<file path="src/cell_average_ascii_mapper_top_defines.svh">
// assertion helpers for the files that check their own logic
// both expect clk and rst_n in the scope where they are used
`ifndef CELL_AVERAGE_ASCII_MAPPER_TOP_DEFINES_SVH
`define CELL_AVERAGE_ASCII_MAPPER_TOP_DEFINES_SVH

// same-cycle implication
`define CAAM_ASSERT_IMP(lbl, ante, cons, msg) \
    lbl: assert property (@(posedge clk) disable iff (!rst_n) (ante) |-> (cons)) \
        else $error(msg);

// next-cycle implication
`define CAAM_ASSERT_NEXT(lbl, ante, cons, msg) \
    lbl: assert property (@(posedge clk) disable iff (!rst_n) (ante) |=> (cons)) \
        else $error(msg);

`endif

</file>
<file path="src/caam_pkg.sv">
package caam_pkg;

    localparam int MAX_GRID_COLS = 256;
    localparam int MAX_FRAME_DIM = 4096;
    localparam int GRID_ROWS_LIMIT = 256;

    localparam int CFG_W = 13;
    localparam int GRID_W = 9;
    localparam int CFG_IDX_W = 2;
    localparam int DIM_W = $clog2(MAX_FRAME_DIM);
    localparam int CELL_W = DIM_W + 1;
    localparam int N_W = 2 * DIM_W + 1;
    localparam int COL_W = $clog2(MAX_GRID_COLS);
    localparam int ROW_W = 8;
    localparam int SUM_W = 32;
    localparam int GRAY_W = 8;
    localparam int QUEUE_DEPTH = 4;

    localparam logic [CFG_IDX_W-1:0] CFG_FRAME_WIDTH = 2'd0;
    localparam logic [CFG_IDX_W-1:0] CFG_FRAME_HEIGHT = 2'd1;
    localparam logic [CFG_IDX_W-1:0] CFG_GRID_COLS = 2'd2;
    localparam logic [CFG_IDX_W-1:0] CFG_GRID_ROWS = 2'd3;

    localparam int RESET_FRAME_WIDTH = 640;
    localparam int RESET_FRAME_HEIGHT = 480;
    localparam int RESET_GRID_COLS = 210;
    localparam int RESET_GRID_ROWS = 52;
    localparam int RESET_CELL_W = RESET_FRAME_WIDTH / RESET_GRID_COLS;
    localparam int RESET_CELL_H = RESET_FRAME_HEIGHT / RESET_GRID_ROWS;
    localparam int RESET_CELL_N = RESET_CELL_W * RESET_CELL_H;

    typedef struct packed {
        logic [GRAY_W-1:0] gray;
        logic [COL_W-1:0]  col;
        logic [ROW_W-1:0]  row;
        logic              first;
        logic              last;
        logic              row_end;
    } caam_item_t;

    typedef struct packed {
        logic [6:0]        char_code;
        logic [3:0]        level;
        logic [GRAY_W-1:0] cell_avg;
        logic [COL_W-1:0]  cell_col;
        logic [ROW_W-1:0]  cell_row;
        logic              row_end;
    } caam_result_t;

    // floor(avg * 10 / 255), capped at 9
    function automatic logic [3:0] caam_level(input logic [GRAY_W-1:0] avg);
        logic [11:0] scaled;
        logic [3:0]  lvl;
        scaled = 12'(avg) * 12'd10;
        lvl = 4'd0;
        for (int k = 1; k <= 9; k++)
        begin
            if (scaled >= 12'(255 * k))
            begin
                lvl = lvl + 4'd1;
            end
        end
        return lvl;
    endfunction

    // ramp " .:-=+*#%@"
    function automatic logic [6:0] caam_char(input logic [3:0] lvl);
        logic [6:0] c;
        case (lvl)
            4'd0:    c = 7'd32;
            4'd1:    c = 7'd46;
            4'd2:    c = 7'd58;
            4'd3:    c = 7'd45;
            4'd4:    c = 7'd61;
            4'd5:    c = 7'd43;
            4'd6:    c = 7'd42;
            4'd7:    c = 7'd35;
            4'd8:    c = 7'd37;
            4'd9:    c = 7'd64;
            default: c = 7'd32;
        endcase
        return c;
    endfunction

endpackage

</file>
<file path="src/caam_queue.sv">
module caam_queue (
    input  logic                 clk,
    input  logic                 rst_n,
    input  logic                 push,
    input  caam_pkg::caam_item_t push_item,
    output logic                 full,
    input  logic                 pop,
    output caam_pkg::caam_item_t head,
    output logic                 empty
);

    import caam_pkg::*;

    localparam int PTR_W = $clog2(QUEUE_DEPTH);
    localparam int CNT_W = PTR_W + 1;

    caam_item_t       slot_reg [QUEUE_DEPTH];
    logic [PTR_W-1:0] wr_ptr_reg, wr_ptr_next, rd_ptr_reg, rd_ptr_next;
    logic [CNT_W-1:0] count_reg, count_next;
    logic             do_push, do_pop;

    assign full = (count_reg == CNT_W'(QUEUE_DEPTH));
    assign empty = (count_reg == '0);
    assign head = slot_reg[rd_ptr_reg];

    always_comb
    begin
        do_push = push && !full;
        do_pop = pop && !empty;
        wr_ptr_next = do_push ? wr_ptr_reg + PTR_W'(1) : wr_ptr_reg;
        rd_ptr_next = do_pop ? rd_ptr_reg + PTR_W'(1) : rd_ptr_reg;
        count_next = count_reg;
        if (do_push && !do_pop)
        begin
            count_next = count_reg + CNT_W'(1);
        end
        else if (do_pop && !do_push)
        begin
            count_next = count_reg - CNT_W'(1);
        end
    end

    always_ff @(posedge clk or negedge rst_n)
    begin
        if (!rst_n)
        begin
            wr_ptr_reg <= '0;
            rd_ptr_reg <= '0;
            count_reg <= '0;
        end
        else
        begin
            wr_ptr_reg <= wr_ptr_next;
            rd_ptr_reg <= rd_ptr_next;
            count_reg <= count_next;
        end
    end

    always_ff @(posedge clk)
    begin
        if (do_push)
        begin
            slot_reg[wr_ptr_reg] <= push_item;
        end
    end

endmodule

</file>
<file path="config.mk">
export PLATFORM = sky130hd
export DESIGN_NAME = caam_queue
export DESIGN_NICKNAME = d
export VERILOG_FILES = /design/src/cell_average_ascii_mapper_top_defines.svh /design/src/caam_pkg.sv /design/src/caam_queue.sv
export SDC_FILE = /design/constraint.sdc
export NUM_CORES = 1
export LEC_CHECK = 0
export BUFFER_PORTS_ARGS = -buffer_cell sky130_fd_sc_hd__buf_2
export CAP_MARGIN = 20
export CORE_MARGIN = 2
export CORE_UTILIZATION = 30
export DETAILED_ROUTE_END_ITERATION = 10
export PLACE_DENSITY = 0.44
export SETUP_SLACK_MARGIN = 0.5
export SYNTH_ARGS = -nofsm -noshare
export SYNTH_HDL_FRONTEND = slang
export SYNTH_SLANG_ARGS = --single-unit
export TNS_END_PERCENT = 50
</file>
<file path="constraint.sdc">
create_clock -name clk -period 2.6 [get_ports clk]
set_input_delay 0 -clock clk [delete_from_list [all_inputs] [get_ports clk]]
set_output_delay 0 -clock clk [all_outputs]
set_load 0.03 [all_outputs]
</file>
==> out/metrics.cfg <==
[logic_synthesis]
syn-num-nets=214
synth_seq_cells=115
yosysWarningCount=0
yosysUniqueCellTypes=22
postSynthCellCount=177
avgSynthCellArea_um2=24.45
synth_area_mm2=0.004328
yosysSeqAreaShare_pct=78.98

[sta]
fin_crit_ps=1979
hold_viol=0
setup_viol=0
fmax_mhz=505.3
slew-limit-headroom_pct=69.71
slew_violations=0
rsz0062_at_grt=yes
clock_skew_ps=6.621
fin_crit_sh_pct=76.12
setup_ws_ps=621.0
worst_slew_pin_slew_ps=454.3
tns_ps=0

[power_and_ir_drop]
ir_drop_uv=544.6
p_per_area_mw_per_mm2=1246
leakage_nw=2.077

[layout]
drive_above_1_share_pct=44.67
fillerInstances=1276
fin_nets=325
utilization_pct=41.62
antenna_cells=0
multi_input_area_um2=867.1
regArea_mm2=0.003422
area.growth.synth_to_final_pct=34.52
largest_reg_flops=108
final_common_cell=edfxtp_1
final_cell_mix=edfxtp_1, buf_2, dlygate4sd3_1

[worst_setup_path]
cp_slowest_stage_delay_ps=560
cp_slowest_cell=mux4_1
path_class=reg2out
cp.required_ps=2600
crit_buf_inv=2
crit_family=multiplexers
critical_path.cell_chain=buf_12, mux4_1, buf_2
worst_setup_path_start_kind=flop
cp.arrival_ps=1980
cp-end-kind=output pin
crit_fanout=21

[detailed_routing]
num_vias=2053
first_pass_iters=4
drtIter0Drc=140
wl_um=7924
drc=0
post_drt_wl_per_cell_um=16.51
detail-route-antenna-nets=0
drt-vias-per-instance=4.277

[clocking]
cts_sinks=115
cts_root_buffer=clkbuf_16
clk_path_buf_depth=2
clock_latency_ps=410
cts_max_level=4
cts_buffers=17
tritoncts=done
clkSlewWorstSetupHoldPaths_ps=50

[die]
die_w_um=124.1
design.die.area_mm2=0.01540
core_area_mm2=0.01399
rows=43
die_y_um=124.1
io_pins=60
initial_core_util_pct=30.94

[grt]
grtUsageTotal_pct=11.56
gr-total-overflow=0
grt_pass1_vias=2235
grt_max_degree=28
antenna_found_initial=0
grt_pass1_wl_um=12320

[place]
routabilityCongestion=0.7308
place_ws_ps=462.9
hpwl_um=4710
port_buffers=59

[run]
drv_cap=0

[run_status]
status=completed

[hold_path]
hp-class=in2reg

## metal layers
metal,vias up,GRT usage [%],part of all wire [%],wire length (um)
met3,11,5.037,5.1,407
met4,0,5.478,1.5,119
met1,1045,13.98,44,3517
met5,-,0,0,0
met2,47,17.79,49,3880
li1,950,-,-,-
## timing repair
action / 4_1_cts / 5_1_grt
endpoints found under the hold margin: 117 / 0
setup endpoints to repair: 1 / 2
hold buffers: 30 / 0
gates resized for setup: 3 / 3
buffers inserted: 1 / 2
pin swaps: 0 / 2
## tightest hold or removal path: cells and delay by family
kind / cells / cell delay, ps
buf+inv: 2 / 260
xor+xnor: 1 / 120
simple gates: 1 / 160
## area by class of cell
class | count | area share [%]
clock inverter | 12 | 2.815
tap | 180 | 3.868
multi-input combinational | 51 | 14.89
inverter | 4 | 0.2579
sequential | 115 | 58.78
timing repair buffer | 99 | 11.95
clock buffer | 19 | 7.436
## worst paths after layout
kind | start | end | slack, ps | cells after the start
max | rd_ptr_reg[0]$_DFFE_PN0P_ | head[21] | 620 | 3
min | push | wr_ptr_reg[0]$_DFFE_PN0P_ | 170 | 4
max reg2reg | count_reg[1]$_DFFE_PN0P_ | count_reg[2]$_DFFE_PN0P_ | 630 | 8
min reg2reg | count_reg[2]$_DFFE_PN0P_ | count_reg[2]$_DFFE_PN0P_ | 490 | 1
max in group asynchronous | rst_n | count_reg[1]$_DFFE_PN0P_ | 1760 | 3
min in group asynchronous | rst_n | count_reg[2]$_DFFE_PN0P_ | 560 | 3
## power breakdown
| part | switching [mW] | internal, mW | leakage (nW) | total (mW) |
|---|---|---|---|---|
| registers | 0.163 | 2.47 | 1.07 | 2.63 |
| clock network | 0.743 | 1.58 | 0.281 | 2.32 |
| logic | 1.36 | 0.940 | 0.727 | 2.30 |
## logic make-up after synthesis
kind of cell  count (synthesis)  synth area share (%)
xor+xnor                      6                 1.214
fa+ha+maj                     6                 1.908
buf+inv                      11                 1.706
flops                       115                 78.98
mux                          29                 14.74
simple gates                 10                 1.445
## Yosys cell counts
cell / n / area share [%]
and2_1: 4 / 0.58
buf_12: 1 / 0.46
buf_2: 4 / 0.46
buf_4: 1 / 0.17
buf_6: 1 / 0.26
dfrtp_1: 7 / 4.0
edfxtp_1: 108 / 75
fa_1: 1 / 0.46
ha_1: 5 / 1.4
inv_1: 4 / 0.35
mux2_2: 1 / 0.26
mux2_4: 1 / 0.35
mux4_1: 1 / 0.61
mux4_2: 26 / 14
nand2_1: 1 / 0.087
nand3_1: 1 / 0.12
nor2_1: 1 / 0.087
nor2b_1: 1 / 0.14
nor3b_2: 1 / 0.29
or3_1: 1 / 0.14
xnor2_1: 4 / 0.81
xor2_1: 2 / 0.40
## metrics by stage
stage	cells	power (mW)	instance area (um2)	hold WS, ps
after detailed placement	416	4.947	4880	-155.1
after floorplan	177	4.293	4334	-295.6
after global placement	416	4.947	4880	-152.0
after global routing	480	7.633	5822	177.7
after CTS	478	7.356	5793	110.3
final	480	7.254	5822	170.4
(Power assumes the default switching activity.)
