`src/cell_average_ascii_mapper_top_defines.svh`:
```
// assertion helpers for the files that check their own logic
// both expect clk and rst_n in the scope where they are used
`ifndef CELL_AVERAGE_ASCII_MAPPER_TOP_DEFINES_SVH
`define CELL_AVERAGE_ASCII_MAPPER_TOP_DEFINES_SVH

// same-cycle implication
`define CAAM_ASSERT_IMP(lbl, ante, cons, msg) \
    lbl: assert property (@(posedge clk) disable iff (!rst_n) (ante) |-> (cons)) \
        else $error(msg);

// next-cycle implication
`define CAAM_ASSERT_NEXT(lbl, ante, cons, msg) \
    lbl: assert property (@(posedge clk) disable iff (!rst_n) (ante) |=> (cons)) \
        else $error(msg);

`endif

```
`src/caam_pkg.sv`:
```
package caam_pkg;

    localparam int MAX_GRID_COLS = 256;
    localparam int MAX_FRAME_DIM = 4096;
    localparam int GRID_ROWS_LIMIT = 256;

    localparam int CFG_W = 13;
    localparam int GRID_W = 9;
    localparam int CFG_IDX_W = 2;
    localparam int DIM_W = $clog2(MAX_FRAME_DIM);
    localparam int CELL_W = DIM_W + 1;
    localparam int N_W = 2 * DIM_W + 1;
    localparam int COL_W = $clog2(MAX_GRID_COLS);
    localparam int ROW_W = 8;
    localparam int SUM_W = 32;
    localparam int GRAY_W = 8;
    localparam int QUEUE_DEPTH = 4;

    localparam logic [CFG_IDX_W-1:0] CFG_FRAME_WIDTH = 2'd0;
    localparam logic [CFG_IDX_W-1:0] CFG_FRAME_HEIGHT = 2'd1;
    localparam logic [CFG_IDX_W-1:0] CFG_GRID_COLS = 2'd2;
    localparam logic [CFG_IDX_W-1:0] CFG_GRID_ROWS = 2'd3;

    localparam int RESET_FRAME_WIDTH = 640;
    localparam int RESET_FRAME_HEIGHT = 480;
    localparam int RESET_GRID_COLS = 210;
    localparam int RESET_GRID_ROWS = 52;
    localparam int RESET_CELL_W = RESET_FRAME_WIDTH / RESET_GRID_COLS;
    localparam int RESET_CELL_H = RESET_FRAME_HEIGHT / RESET_GRID_ROWS;
    localparam int RESET_CELL_N = RESET_CELL_W * RESET_CELL_H;

    typedef struct packed {
        logic [GRAY_W-1:0] gray;
        logic [COL_W-1:0]  col;
        logic [ROW_W-1:0]  row;
        logic              first;
        logic              last;
        logic              row_end;
    } caam_item_t;

    typedef struct packed {
        logic [6:0]        char_code;
        logic [3:0]        level;
        logic [GRAY_W-1:0] cell_avg;
        logic [COL_W-1:0]  cell_col;
        logic [ROW_W-1:0]  cell_row;
        logic              row_end;
    } caam_result_t;

    // floor(avg * 10 / 255), capped at 9
    function automatic logic [3:0] caam_level(input logic [GRAY_W-1:0] avg);
        logic [11:0] scaled;
        logic [3:0]  lvl;
        scaled = 12'(avg) * 12'd10;
        lvl = 4'd0;
        for (int k = 1; k <= 9; k++)
        begin
            if (scaled >= 12'(255 * k))
            begin
                lvl = lvl + 4'd1;
            end
        end
        return lvl;
    endfunction

    // ramp " .:-=+*#%@"
    function automatic logic [6:0] caam_char(input logic [3:0] lvl);
        logic [6:0] c;
        case (lvl)
            4'd0:    c = 7'd32;
            4'd1:    c = 7'd46;
            4'd2:    c = 7'd58;
            4'd3:    c = 7'd45;
            4'd4:    c = 7'd61;
            4'd5:    c = 7'd43;
            4'd6:    c = 7'd42;
            4'd7:    c = 7'd35;
            4'd8:    c = 7'd37;
            4'd9:    c = 7'd64;
            default: c = 7'd32;
        endcase
        return c;
    endfunction

endpackage

```
`src/caam_front.sv`:
```
module caam_front (
    input  logic                           clk,
    input  logic                           rst_n,
    input  logic                           cfg_we,
    input  logic [caam_pkg::CFG_IDX_W-1:0] cfg_index,
    input  logic [caam_pkg::CFG_W-1:0]     cfg_data,
    input  logic                           push,
    input  logic [caam_pkg::GRAY_W-1:0]    gray,
    input  logic                           frame_start,
    output logic                           full,
    input  logic                           q_full,
    output logic                           q_push,
    output caam_pkg::caam_item_t           q_item,
    output logic [caam_pkg::N_W-1:0]       cell_n
);

    import caam_pkg::*;

    localparam int POS_W1 = DIM_W + 1;
    localparam int DV_CNT_W = $clog2(CELL_W);

    localparam logic [2:0] ST_IDLE  = 3'd0;
    localparam logic [2:0] ST_START = 3'd1;
    localparam logic [2:0] ST_DIV_W = 3'd2;
    localparam logic [2:0] ST_DIV_H = 3'd3;
    localparam logic [2:0] ST_MUL   = 3'd4;
    localparam logic [2:0] ST_DIV_X = 3'd5;
    localparam logic [2:0] ST_DIV_Y = 3'd6;

    logic [CFG_W-1:0]    fw_reg, fw_next, fh_reg, fh_next;
    logic [GRID_W-1:0]   gc_reg, gc_next, gr_reg, gr_next;
    logic [CELL_W-1:0]   cell_w_reg, cell_w_next, cell_h_reg, cell_h_next;
    logic [N_W-1:0]      cell_n_reg, cell_n_next;
    logic                ok_reg, ok_next;
    logic [2:0]          state_reg, state_next;
    logic [DIM_W-1:0]    x_reg, x_next, y_reg, y_next;
    logic [DIM_W-1:0]    col_reg, col_next, row_reg, row_next;
    logic [CELL_W-1:0]   lx_reg, lx_next, ly_reg, ly_next;
    logic [CELL_W-1:0]   dv_quo_reg, dv_quo_next, dv_rem_reg, dv_rem_next;
    logic [CELL_W-1:0]   dv_den_reg, dv_den_next;
    logic [DV_CNT_W-1:0] dv_cnt_reg, dv_cnt_next;

    logic                busy, accept, in_grid, geom_ok;
    logic [DIM_W-1:0]    cur_x, cur_y, cur_col, cur_row;
    logic [CELL_W-1:0]   cur_lx, cur_ly, lx_inc, ly_inc;
    logic [POS_W1-1:0]   x_inc, y_inc;
    logic                wrap_x, wrap_y;
    logic [CELL_W:0]     dv_trial;
    logic                dv_ge, dv_last;
    logic [CELL_W-1:0]   dv_quo_step, dv_rem_step;
    logic [2*CELL_W-1:0] product;

    assign busy = (state_reg != ST_IDLE);
    assign full = busy || q_full;
    assign accept = push && !full;
    assign cell_n = cell_n_reg;

    // shared restoring divider, one quotient bit a cycle
    always_comb
    begin
        dv_trial = {dv_rem_reg, dv_quo_reg[CELL_W-1]};
        dv_ge = (dv_trial >= {1'b0, dv_den_reg});
        dv_rem_step = dv_ge ? CELL_W'(dv_trial - {1'b0, dv_den_reg}) : CELL_W'(dv_trial);
        dv_quo_step = {dv_quo_reg[CELL_W-2:0], dv_ge};
        dv_last = (dv_cnt_reg == DV_CNT_W'(CELL_W - 1));
        product = cell_w_reg * cell_h_reg;
    end

    always_comb
    begin
        geom_ok = (gc_reg != '0) && (gr_reg != '0)
               && (32'(gc_reg) <= 32'(MAX_GRID_COLS))
               && (32'(gr_reg) <= 32'(GRID_ROWS_LIMIT))
               && (32'(fw_reg) <= 32'(MAX_FRAME_DIM))
               && (32'(fh_reg) <= 32'(MAX_FRAME_DIM))
               && (32'(gc_reg) <= 32'(fw_reg))
               && (32'(gr_reg) <= 32'(fh_reg));
    end

    // pixel classification
    always_comb
    begin
        cur_x   = frame_start ? '0 : x_reg;
        cur_y   = frame_start ? '0 : y_reg;
        cur_col = frame_start ? '0 : col_reg;
        cur_row = frame_start ? '0 : row_reg;
        cur_lx  = frame_start ? '0 : lx_reg;
        cur_ly  = frame_start ? '0 : ly_reg;

        in_grid = ok_reg && (32'(cur_col) < 32'(gc_reg)) && (32'(cur_row) < 32'(gr_reg));
        q_push = accept && in_grid;

        q_item.gray    = gray;
        q_item.col     = COL_W'(cur_col);
        q_item.row     = ROW_W'(cur_row);
        q_item.first   = (cur_lx == '0) && (cur_ly == '0);
        q_item.last    = (cur_lx == CELL_W'(cell_w_reg - 1'b1))
                      && (cur_ly == CELL_W'(cell_h_reg - 1'b1));
        q_item.row_end = ((32'(cur_col) + 32'd1) == 32'(gc_reg));

        x_inc = {1'b0, cur_x} + POS_W1'(1);
        y_inc = {1'b0, cur_y} + POS_W1'(1);
        lx_inc = cur_lx + CELL_W'(1);
        ly_inc = cur_ly + CELL_W'(1);
        wrap_x = (32'(x_inc) >= 32'(fw_reg)) || (32'(x_inc) >= 32'(MAX_FRAME_DIM));
        wrap_y = (32'(y_inc) >= 32'(fh_reg)) || (32'(y_inc) >= 32'(MAX_FRAME_DIM));
    end

    always_comb
    begin
        fw_next = fw_reg;
        fh_next = fh_reg;
        gc_next = gc_reg;
        gr_next = gr_reg;
        cell_w_next = cell_w_reg;
        cell_h_next = cell_h_reg;
        cell_n_next = cell_n_reg;
        ok_next = ok_reg;
        state_next = state_reg;
        x_next = x_reg;
        y_next = y_reg;
        col_next = col_reg;
        row_next = row_reg;
        lx_next = lx_reg;
        ly_next = ly_reg;
        dv_quo_next = dv_quo_step;
        dv_rem_next = dv_rem_step;
        dv_den_next = dv_den_reg;
        dv_cnt_next = dv_cnt_reg + DV_CNT_W'(1);

        if (accept)
        begin
            if (wrap_x)
            begin
                x_next = '0;
                lx_next = '0;
                col_next = '0;
                if (wrap_y)
                begin
                    y_next = '0;
                    ly_next = '0;
                    row_next = '0;
                end
                else
                begin
                    y_next = DIM_W'(y_inc);
                    if (ly_inc == cell_h_reg)
                    begin
                        ly_next = '0;
                        row_next = cur_row + DIM_W'(1);
                    end
                    else
                    begin
                        ly_next = ly_inc;
                        row_next = cur_row;
                    end
                end
            end
            else
            begin
                x_next = DIM_W'(x_inc);
                y_next = cur_y;
                ly_next = cur_ly;
                row_next = cur_row;
                if (lx_inc == cell_w_reg)
                begin
                    lx_next = '0;
                    col_next = cur_col + DIM_W'(1);
                end
                else
                begin
                    lx_next = lx_inc;
                    col_next = cur_col;
                end
            end
        end

        case (state_reg)
            ST_IDLE:
            begin
            end
            ST_START:
            begin
                ok_next = 1'b0;
                if (geom_ok)
                begin
                    dv_quo_next = CELL_W'(fw_reg);
                    dv_rem_next = '0;
                    dv_den_next = CELL_W'(gc_reg);
                    dv_cnt_next = '0;
                    state_next = ST_DIV_W;
                end
                else
                begin
                    cell_w_next = '0;
                    cell_h_next = '0;
                    state_next = ST_IDLE;
                end
            end
            ST_DIV_W:
            begin
                if (dv_last)
                begin
                    cell_w_next = dv_quo_step;
                    dv_quo_next = CELL_W'(fh_reg);
                    dv_rem_next = '0;
                    dv_den_next = CELL_W'(gr_reg);
                    dv_cnt_next = '0;
                    state_next = ST_DIV_H;
                end
            end
            ST_DIV_H:
            begin
                if (dv_last)
                begin
                    cell_h_next = dv_quo_step;
                    state_next = ST_MUL;
                end
            end
            ST_MUL:
            begin
                cell_n_next = N_W'(product);
                // position is kept, so col and lx are found again from x
                dv_quo_next = CELL_W'(x_reg);
                dv_rem_next = '0;
                dv_den_next = cell_w_reg;
                dv_cnt_next = '0;
                state_next = ST_DIV_X;
            end
            ST_DIV_X:
            begin
                if (dv_last)
                begin
                    col_next = DIM_W'(dv_quo_step);
                    lx_next = dv_rem_step;
                    dv_quo_next = CELL_W'(y_reg);
                    dv_rem_next = '0;
                    dv_den_next = cell_h_reg;
                    dv_cnt_next = '0;
                    state_next = ST_DIV_Y;
                end
            end
            ST_DIV_Y:
            begin
                if (dv_last)
                begin
                    row_next = DIM_W'(dv_quo_step);
                    ly_next = dv_rem_step;
                    ok_next = 1'b1;
                    state_next = ST_IDLE;
                end
            end
            default:
            begin
                state_next = ST_IDLE;
            end
        endcase

        if (cfg_we)
        begin
            case (cfg_index)
                CFG_FRAME_WIDTH:  fw_next = cfg_data;
                CFG_FRAME_HEIGHT: fh_next = cfg_data;
                CFG_GRID_COLS:    gc_next = GRID_W'(cfg_data);
                CFG_GRID_ROWS:    gr_next = GRID_W'(cfg_data);
                default:          fw_next = fw_reg;
            endcase
            state_next = ST_START;
        end
    end

    always_ff @(posedge clk or negedge rst_n)
    begin
        if (!rst_n)
        begin
            fw_reg <= CFG_W'(RESET_FRAME_WIDTH);
            fh_reg <= CFG_W'(RESET_FRAME_HEIGHT);
            gc_reg <= GRID_W'(RESET_GRID_COLS);
            gr_reg <= GRID_W'(RESET_GRID_ROWS);
            cell_w_reg <= CELL_W'(RESET_CELL_W);
            cell_h_reg <= CELL_W'(RESET_CELL_H);
            cell_n_reg <= N_W'(RESET_CELL_N);
            ok_reg <= 1'b1;
            state_reg <= ST_IDLE;
            x_reg <= '0;
            y_reg <= '0;
            col_reg <= '0;
            row_reg <= '0;
            lx_reg <= '0;
            ly_reg <= '0;
        end
        else
        begin
            fw_reg <= fw_next;
            fh_reg <= fh_next;
            gc_reg <= gc_next;
            gr_reg <= gr_next;
            cell_w_reg <= cell_w_next;
            cell_h_reg <= cell_h_next;
            cell_n_reg <= cell_n_next;
            ok_reg <= ok_next;
            state_reg <= state_next;
            x_reg <= x_next;
            y_reg <= y_next;
            col_reg <= col_next;
            row_reg <= row_next;
            lx_reg <= lx_next;
            ly_reg <= ly_next;
        end
    end

    always_ff @(posedge clk)
    begin
        dv_quo_reg <= dv_quo_next;
        dv_rem_reg <= dv_rem_next;
        dv_den_reg <= dv_den_next;
        dv_cnt_reg <= dv_cnt_next;
    end

endmodule

```
`config.mk`:
```
export PLATFORM = sky130hd
export DESIGN_NAME = caam_front
export DESIGN_NICKNAME = d
export VERILOG_FILES = /design/src/cell_average_ascii_mapper_top_defines.svh /design/src/caam_pkg.sv /design/src/caam_front.sv
export SDC_FILE = /design/constraint.sdc
export NUM_CORES = 1
export LEC_CHECK = 0
export ABC_AREA = 1
export BUFFER_PORTS_ARGS = -buffer_cell sky130_fd_sc_hd__buf_2
export CAP_MARGIN = 25
export CELL_PAD_IN_SITES_DETAIL_PLACEMENT = 1
export CELL_PAD_IN_SITES_GLOBAL_PLACEMENT = 1
export CORE_ASPECT_RATIO = 1.2
export CORE_MARGIN = 1
export CORE_UTILIZATION = 51
export DETAILED_ROUTE_END_ITERATION = 10
export PLACE_DENSITY_LB_ADDON = 0.1
export SYNTH_ARGS = -nofsm -noshare
export SYNTH_HDL_FRONTEND = slang
export SYNTH_SLANG_ARGS = --single-unit
```
`constraint.sdc`:
```
create_clock -name clk -period 14.6 [get_ports clk]
set_input_delay 2.19 -clock clk [delete_from_list [all_inputs] [get_ports clk]]
set_output_delay 2.19 -clock clk [all_outputs]
set_load 0.03 [all_outputs]
```
==> qor.txt <==
Worst VDD drop: 106 uV
largest cells by area after synthesis: dfrtp_1 (18%), fa_1 (11%), nand2_1 (11%)
Max-slew headroom: 30.7%
Unique masters post-synth: 65
pwr/cell area: 134 nW/um^2
clock period minus worst slack: 7.61 ns
Die Ht: 226 um
Area Overhead vs Synth: 6.27%
count leader, synth: nand2_1
ANT nets after route: 0
clock buffer depth: 3
Clk Latency, worst-skew pair: 0.57 ns
first-pass GRT wire length: 128,000 um
Initial Utilization: 52.0%
IO Count: 83
post-layout util: 55.3%
run status: complete, no violations
Ys Warns: 0
die width: 189 um
top cell type's share of synthesized area: 17.7%
worst hold slack: 0.467 ns
first drt pass iteration count: 5
vias in the first global route: 22,400
Setup TNS Final: 0 ns
flops & latches, synth: 216
Core Area: 41,000 sq um
# DRC: 0
post-CTS sizing: 0
Seq/Total Area, Yosys: 25.0%
Critical R2R Launch: cell_w_reg[5]
Non-Filler Instances: 3,473
wirelength, routed: 82,600 um
# port buffers: 66
CTS sink count: 216
unrepaired setup endpoints after global routing: no
Die Area: 42,700 sq um
synthesized cell area: 21,400 sq um
# diodes: 0
max-slew violation count: 0
Post-CTS Hold Fix Bufs: 0
clock root buffer: clkbuf_16
Main synth FF type: dfrtp_1
switching share of power: 49.3%
Worst Setup Start Kind: input pin
Via density: 5.93
Vias: 20,600
Setup violations, final: 0
DP Cell Count: 3,424
metal3 WL: 4020 um
CP required: 12.41 ns
number of synthesized flops with an enable pin: 13
hold_sp: dv_cnt_reg[0]
CP Launch Point: frame_start
Placer Congestion: 1.01
Final period util: 52.1%
H-tree depth: 1
Yosys top cell by area: dfrtp_1
drt wl/cell: 23.8 um
setup bufs post-CTS: 0
Commonest cells post-synth: nand2_1 (612), inv_1 (538), nor2_1 (204)
share of flip-flops with an asynchronous set or reset: 80.1%
top sig layer: met4
power after layout: 3.05 mW
total CTS buffers: 26
post-DP HPWL: 63,600 um
Nets: 3,219
net switching power: 1.50 mW
initial antenna violation count: 0
max reg flops: 25
worst hold path class: reg2reg
Arrival @ worst endpoint: 5.42 ns
max frequency: 0.131 GHz
drt initial violations: 1,337
Static Leak: 11.8 nW
sequential power share: 31.7%
DRT met1 WL: 29,900 um
Mapped Cells: 2,939
pin count of the biggest net entering global routing: 64
WS Path Type: in2out
CP Max Fanout: 42
CTS tree: built
Combinational Power Share: 47.2%
row cnt: 81
worst slew pin tran: 1.04 ns
Internal: 1.54 mW
Syn Nets: 3,244
Clk pin slew, worst setup/hold paths: 0.06 ns
share of cells above drive strength 1: 7.87%
Total GRT Usage: 39.4%
met2 WL: 41,400 um
grt ovf: 0
syn_area_per_cell: 7.27 sq um
number of max-cap violations: 0
crit path capture type: primary output
hold violation total from the final report: 0
Worst Clk Skew: 0.0162 ns
Clk network pwr share: 21.1%
## power by group through the flow
stage / Combinational, mW / Clock (mW) / Sequential (mW)
6_report: 1.44 / 0.643 / 0.966
2_1_floorplan: 0.986 / 0 / 0.850
3_5_place_dp: 1.41 / 0 / 0.965
4_1_cts: 1.42 / 0.649 / 0.956
5_1_grt: 1.57 / 0.668 / 0.974
3_3_place_gp: 1.34 / 0 / 0.957
## cell usage in the layout (no fill, tap or decap), types with 32 or more instances in the layout
master   instances
o21ai_0        200
xnor2_1         32
nand2_1        611
inv_1          538
nor2_1         202
ha_1           155
xor2_1          80
nand3_1        167
buf_2           65
a21oi_1        151
nand4_1         58
fa_1           121
dfrtp_1        151
## stage by stage
step / setup slack [ns] / instance area [sq um]
6_report: 6.99 / 22700
5_1_grt: 6.78 / 22700
4_1_cts: 7.04 / 22700
3_5_place_dp: 7.08 / 21900
3_3_place_gp: 7.22 / 21800
2_1_floorplan: 7.31 / 21400
## area by class of cell
class / count / area, sq um
clock buffers: 32 / 704
clock inverters: 16 / 111
fillers: 5362 / 18300
inverters: 553 / 2080
multi-input cells: 2035 / 13300
flip-flops and latches: 216 / 5350
well taps: 539 / 674
repair buffers: 82 / 484
## final timing paths
check                                end  slack, ns  cells past startpoint
hold reg to reg            dv_cnt_reg[0]       0.47                      1
setup reg to reg              cell_n[22]       8.52                     18
hold / removal             dv_cnt_reg[0]       0.47                      1
setup / recovery               q_item[0]       6.99                     17
max in group asynchronous      fw_reg[0]      10.86                      3
min in group asynchronous      ly_reg[9]       1.56                      1
## critical path, stage by stage
cell	delay, ns
buf_2	0.23
inv_2	0.74
nand2_2	0.19
inv_1	0.17
ha_1	0.22
nand2_2	0.09
nor2_4	0.11
nand3_2	0.09
nor2_1	0.11
nand2_1	0.12
nor3_2	0.19
xor2_1	0.25
nand2_1	0.09
inv_1	0.07
nand4_1	0.08
nor2_1	0.23
buf_2	0.25
## per-layer routing
metal | vias to the layer above | global-route usage (%)
met5 | - | 0
met4 | 0 | 31.6
met3 | 330 | 5.10
met2 | 707 | 70.2
met1 | 10200 | 41.8
li1 | 9313 | -
## kinds of logic after synthesis
logic type / Yosys count / synth area share, %
AOI/OAI and AO/OA: 488 / 13.0
xor gates and xnor gates: 112 / 4.59
adders and majority gates: 276 / 20.4
buffers and inverters: 688 / 12.7
DFF: 216 / 25.0
and+or+nand+nor: 1159 / 24.2
(Power assumes the default switching activity.)
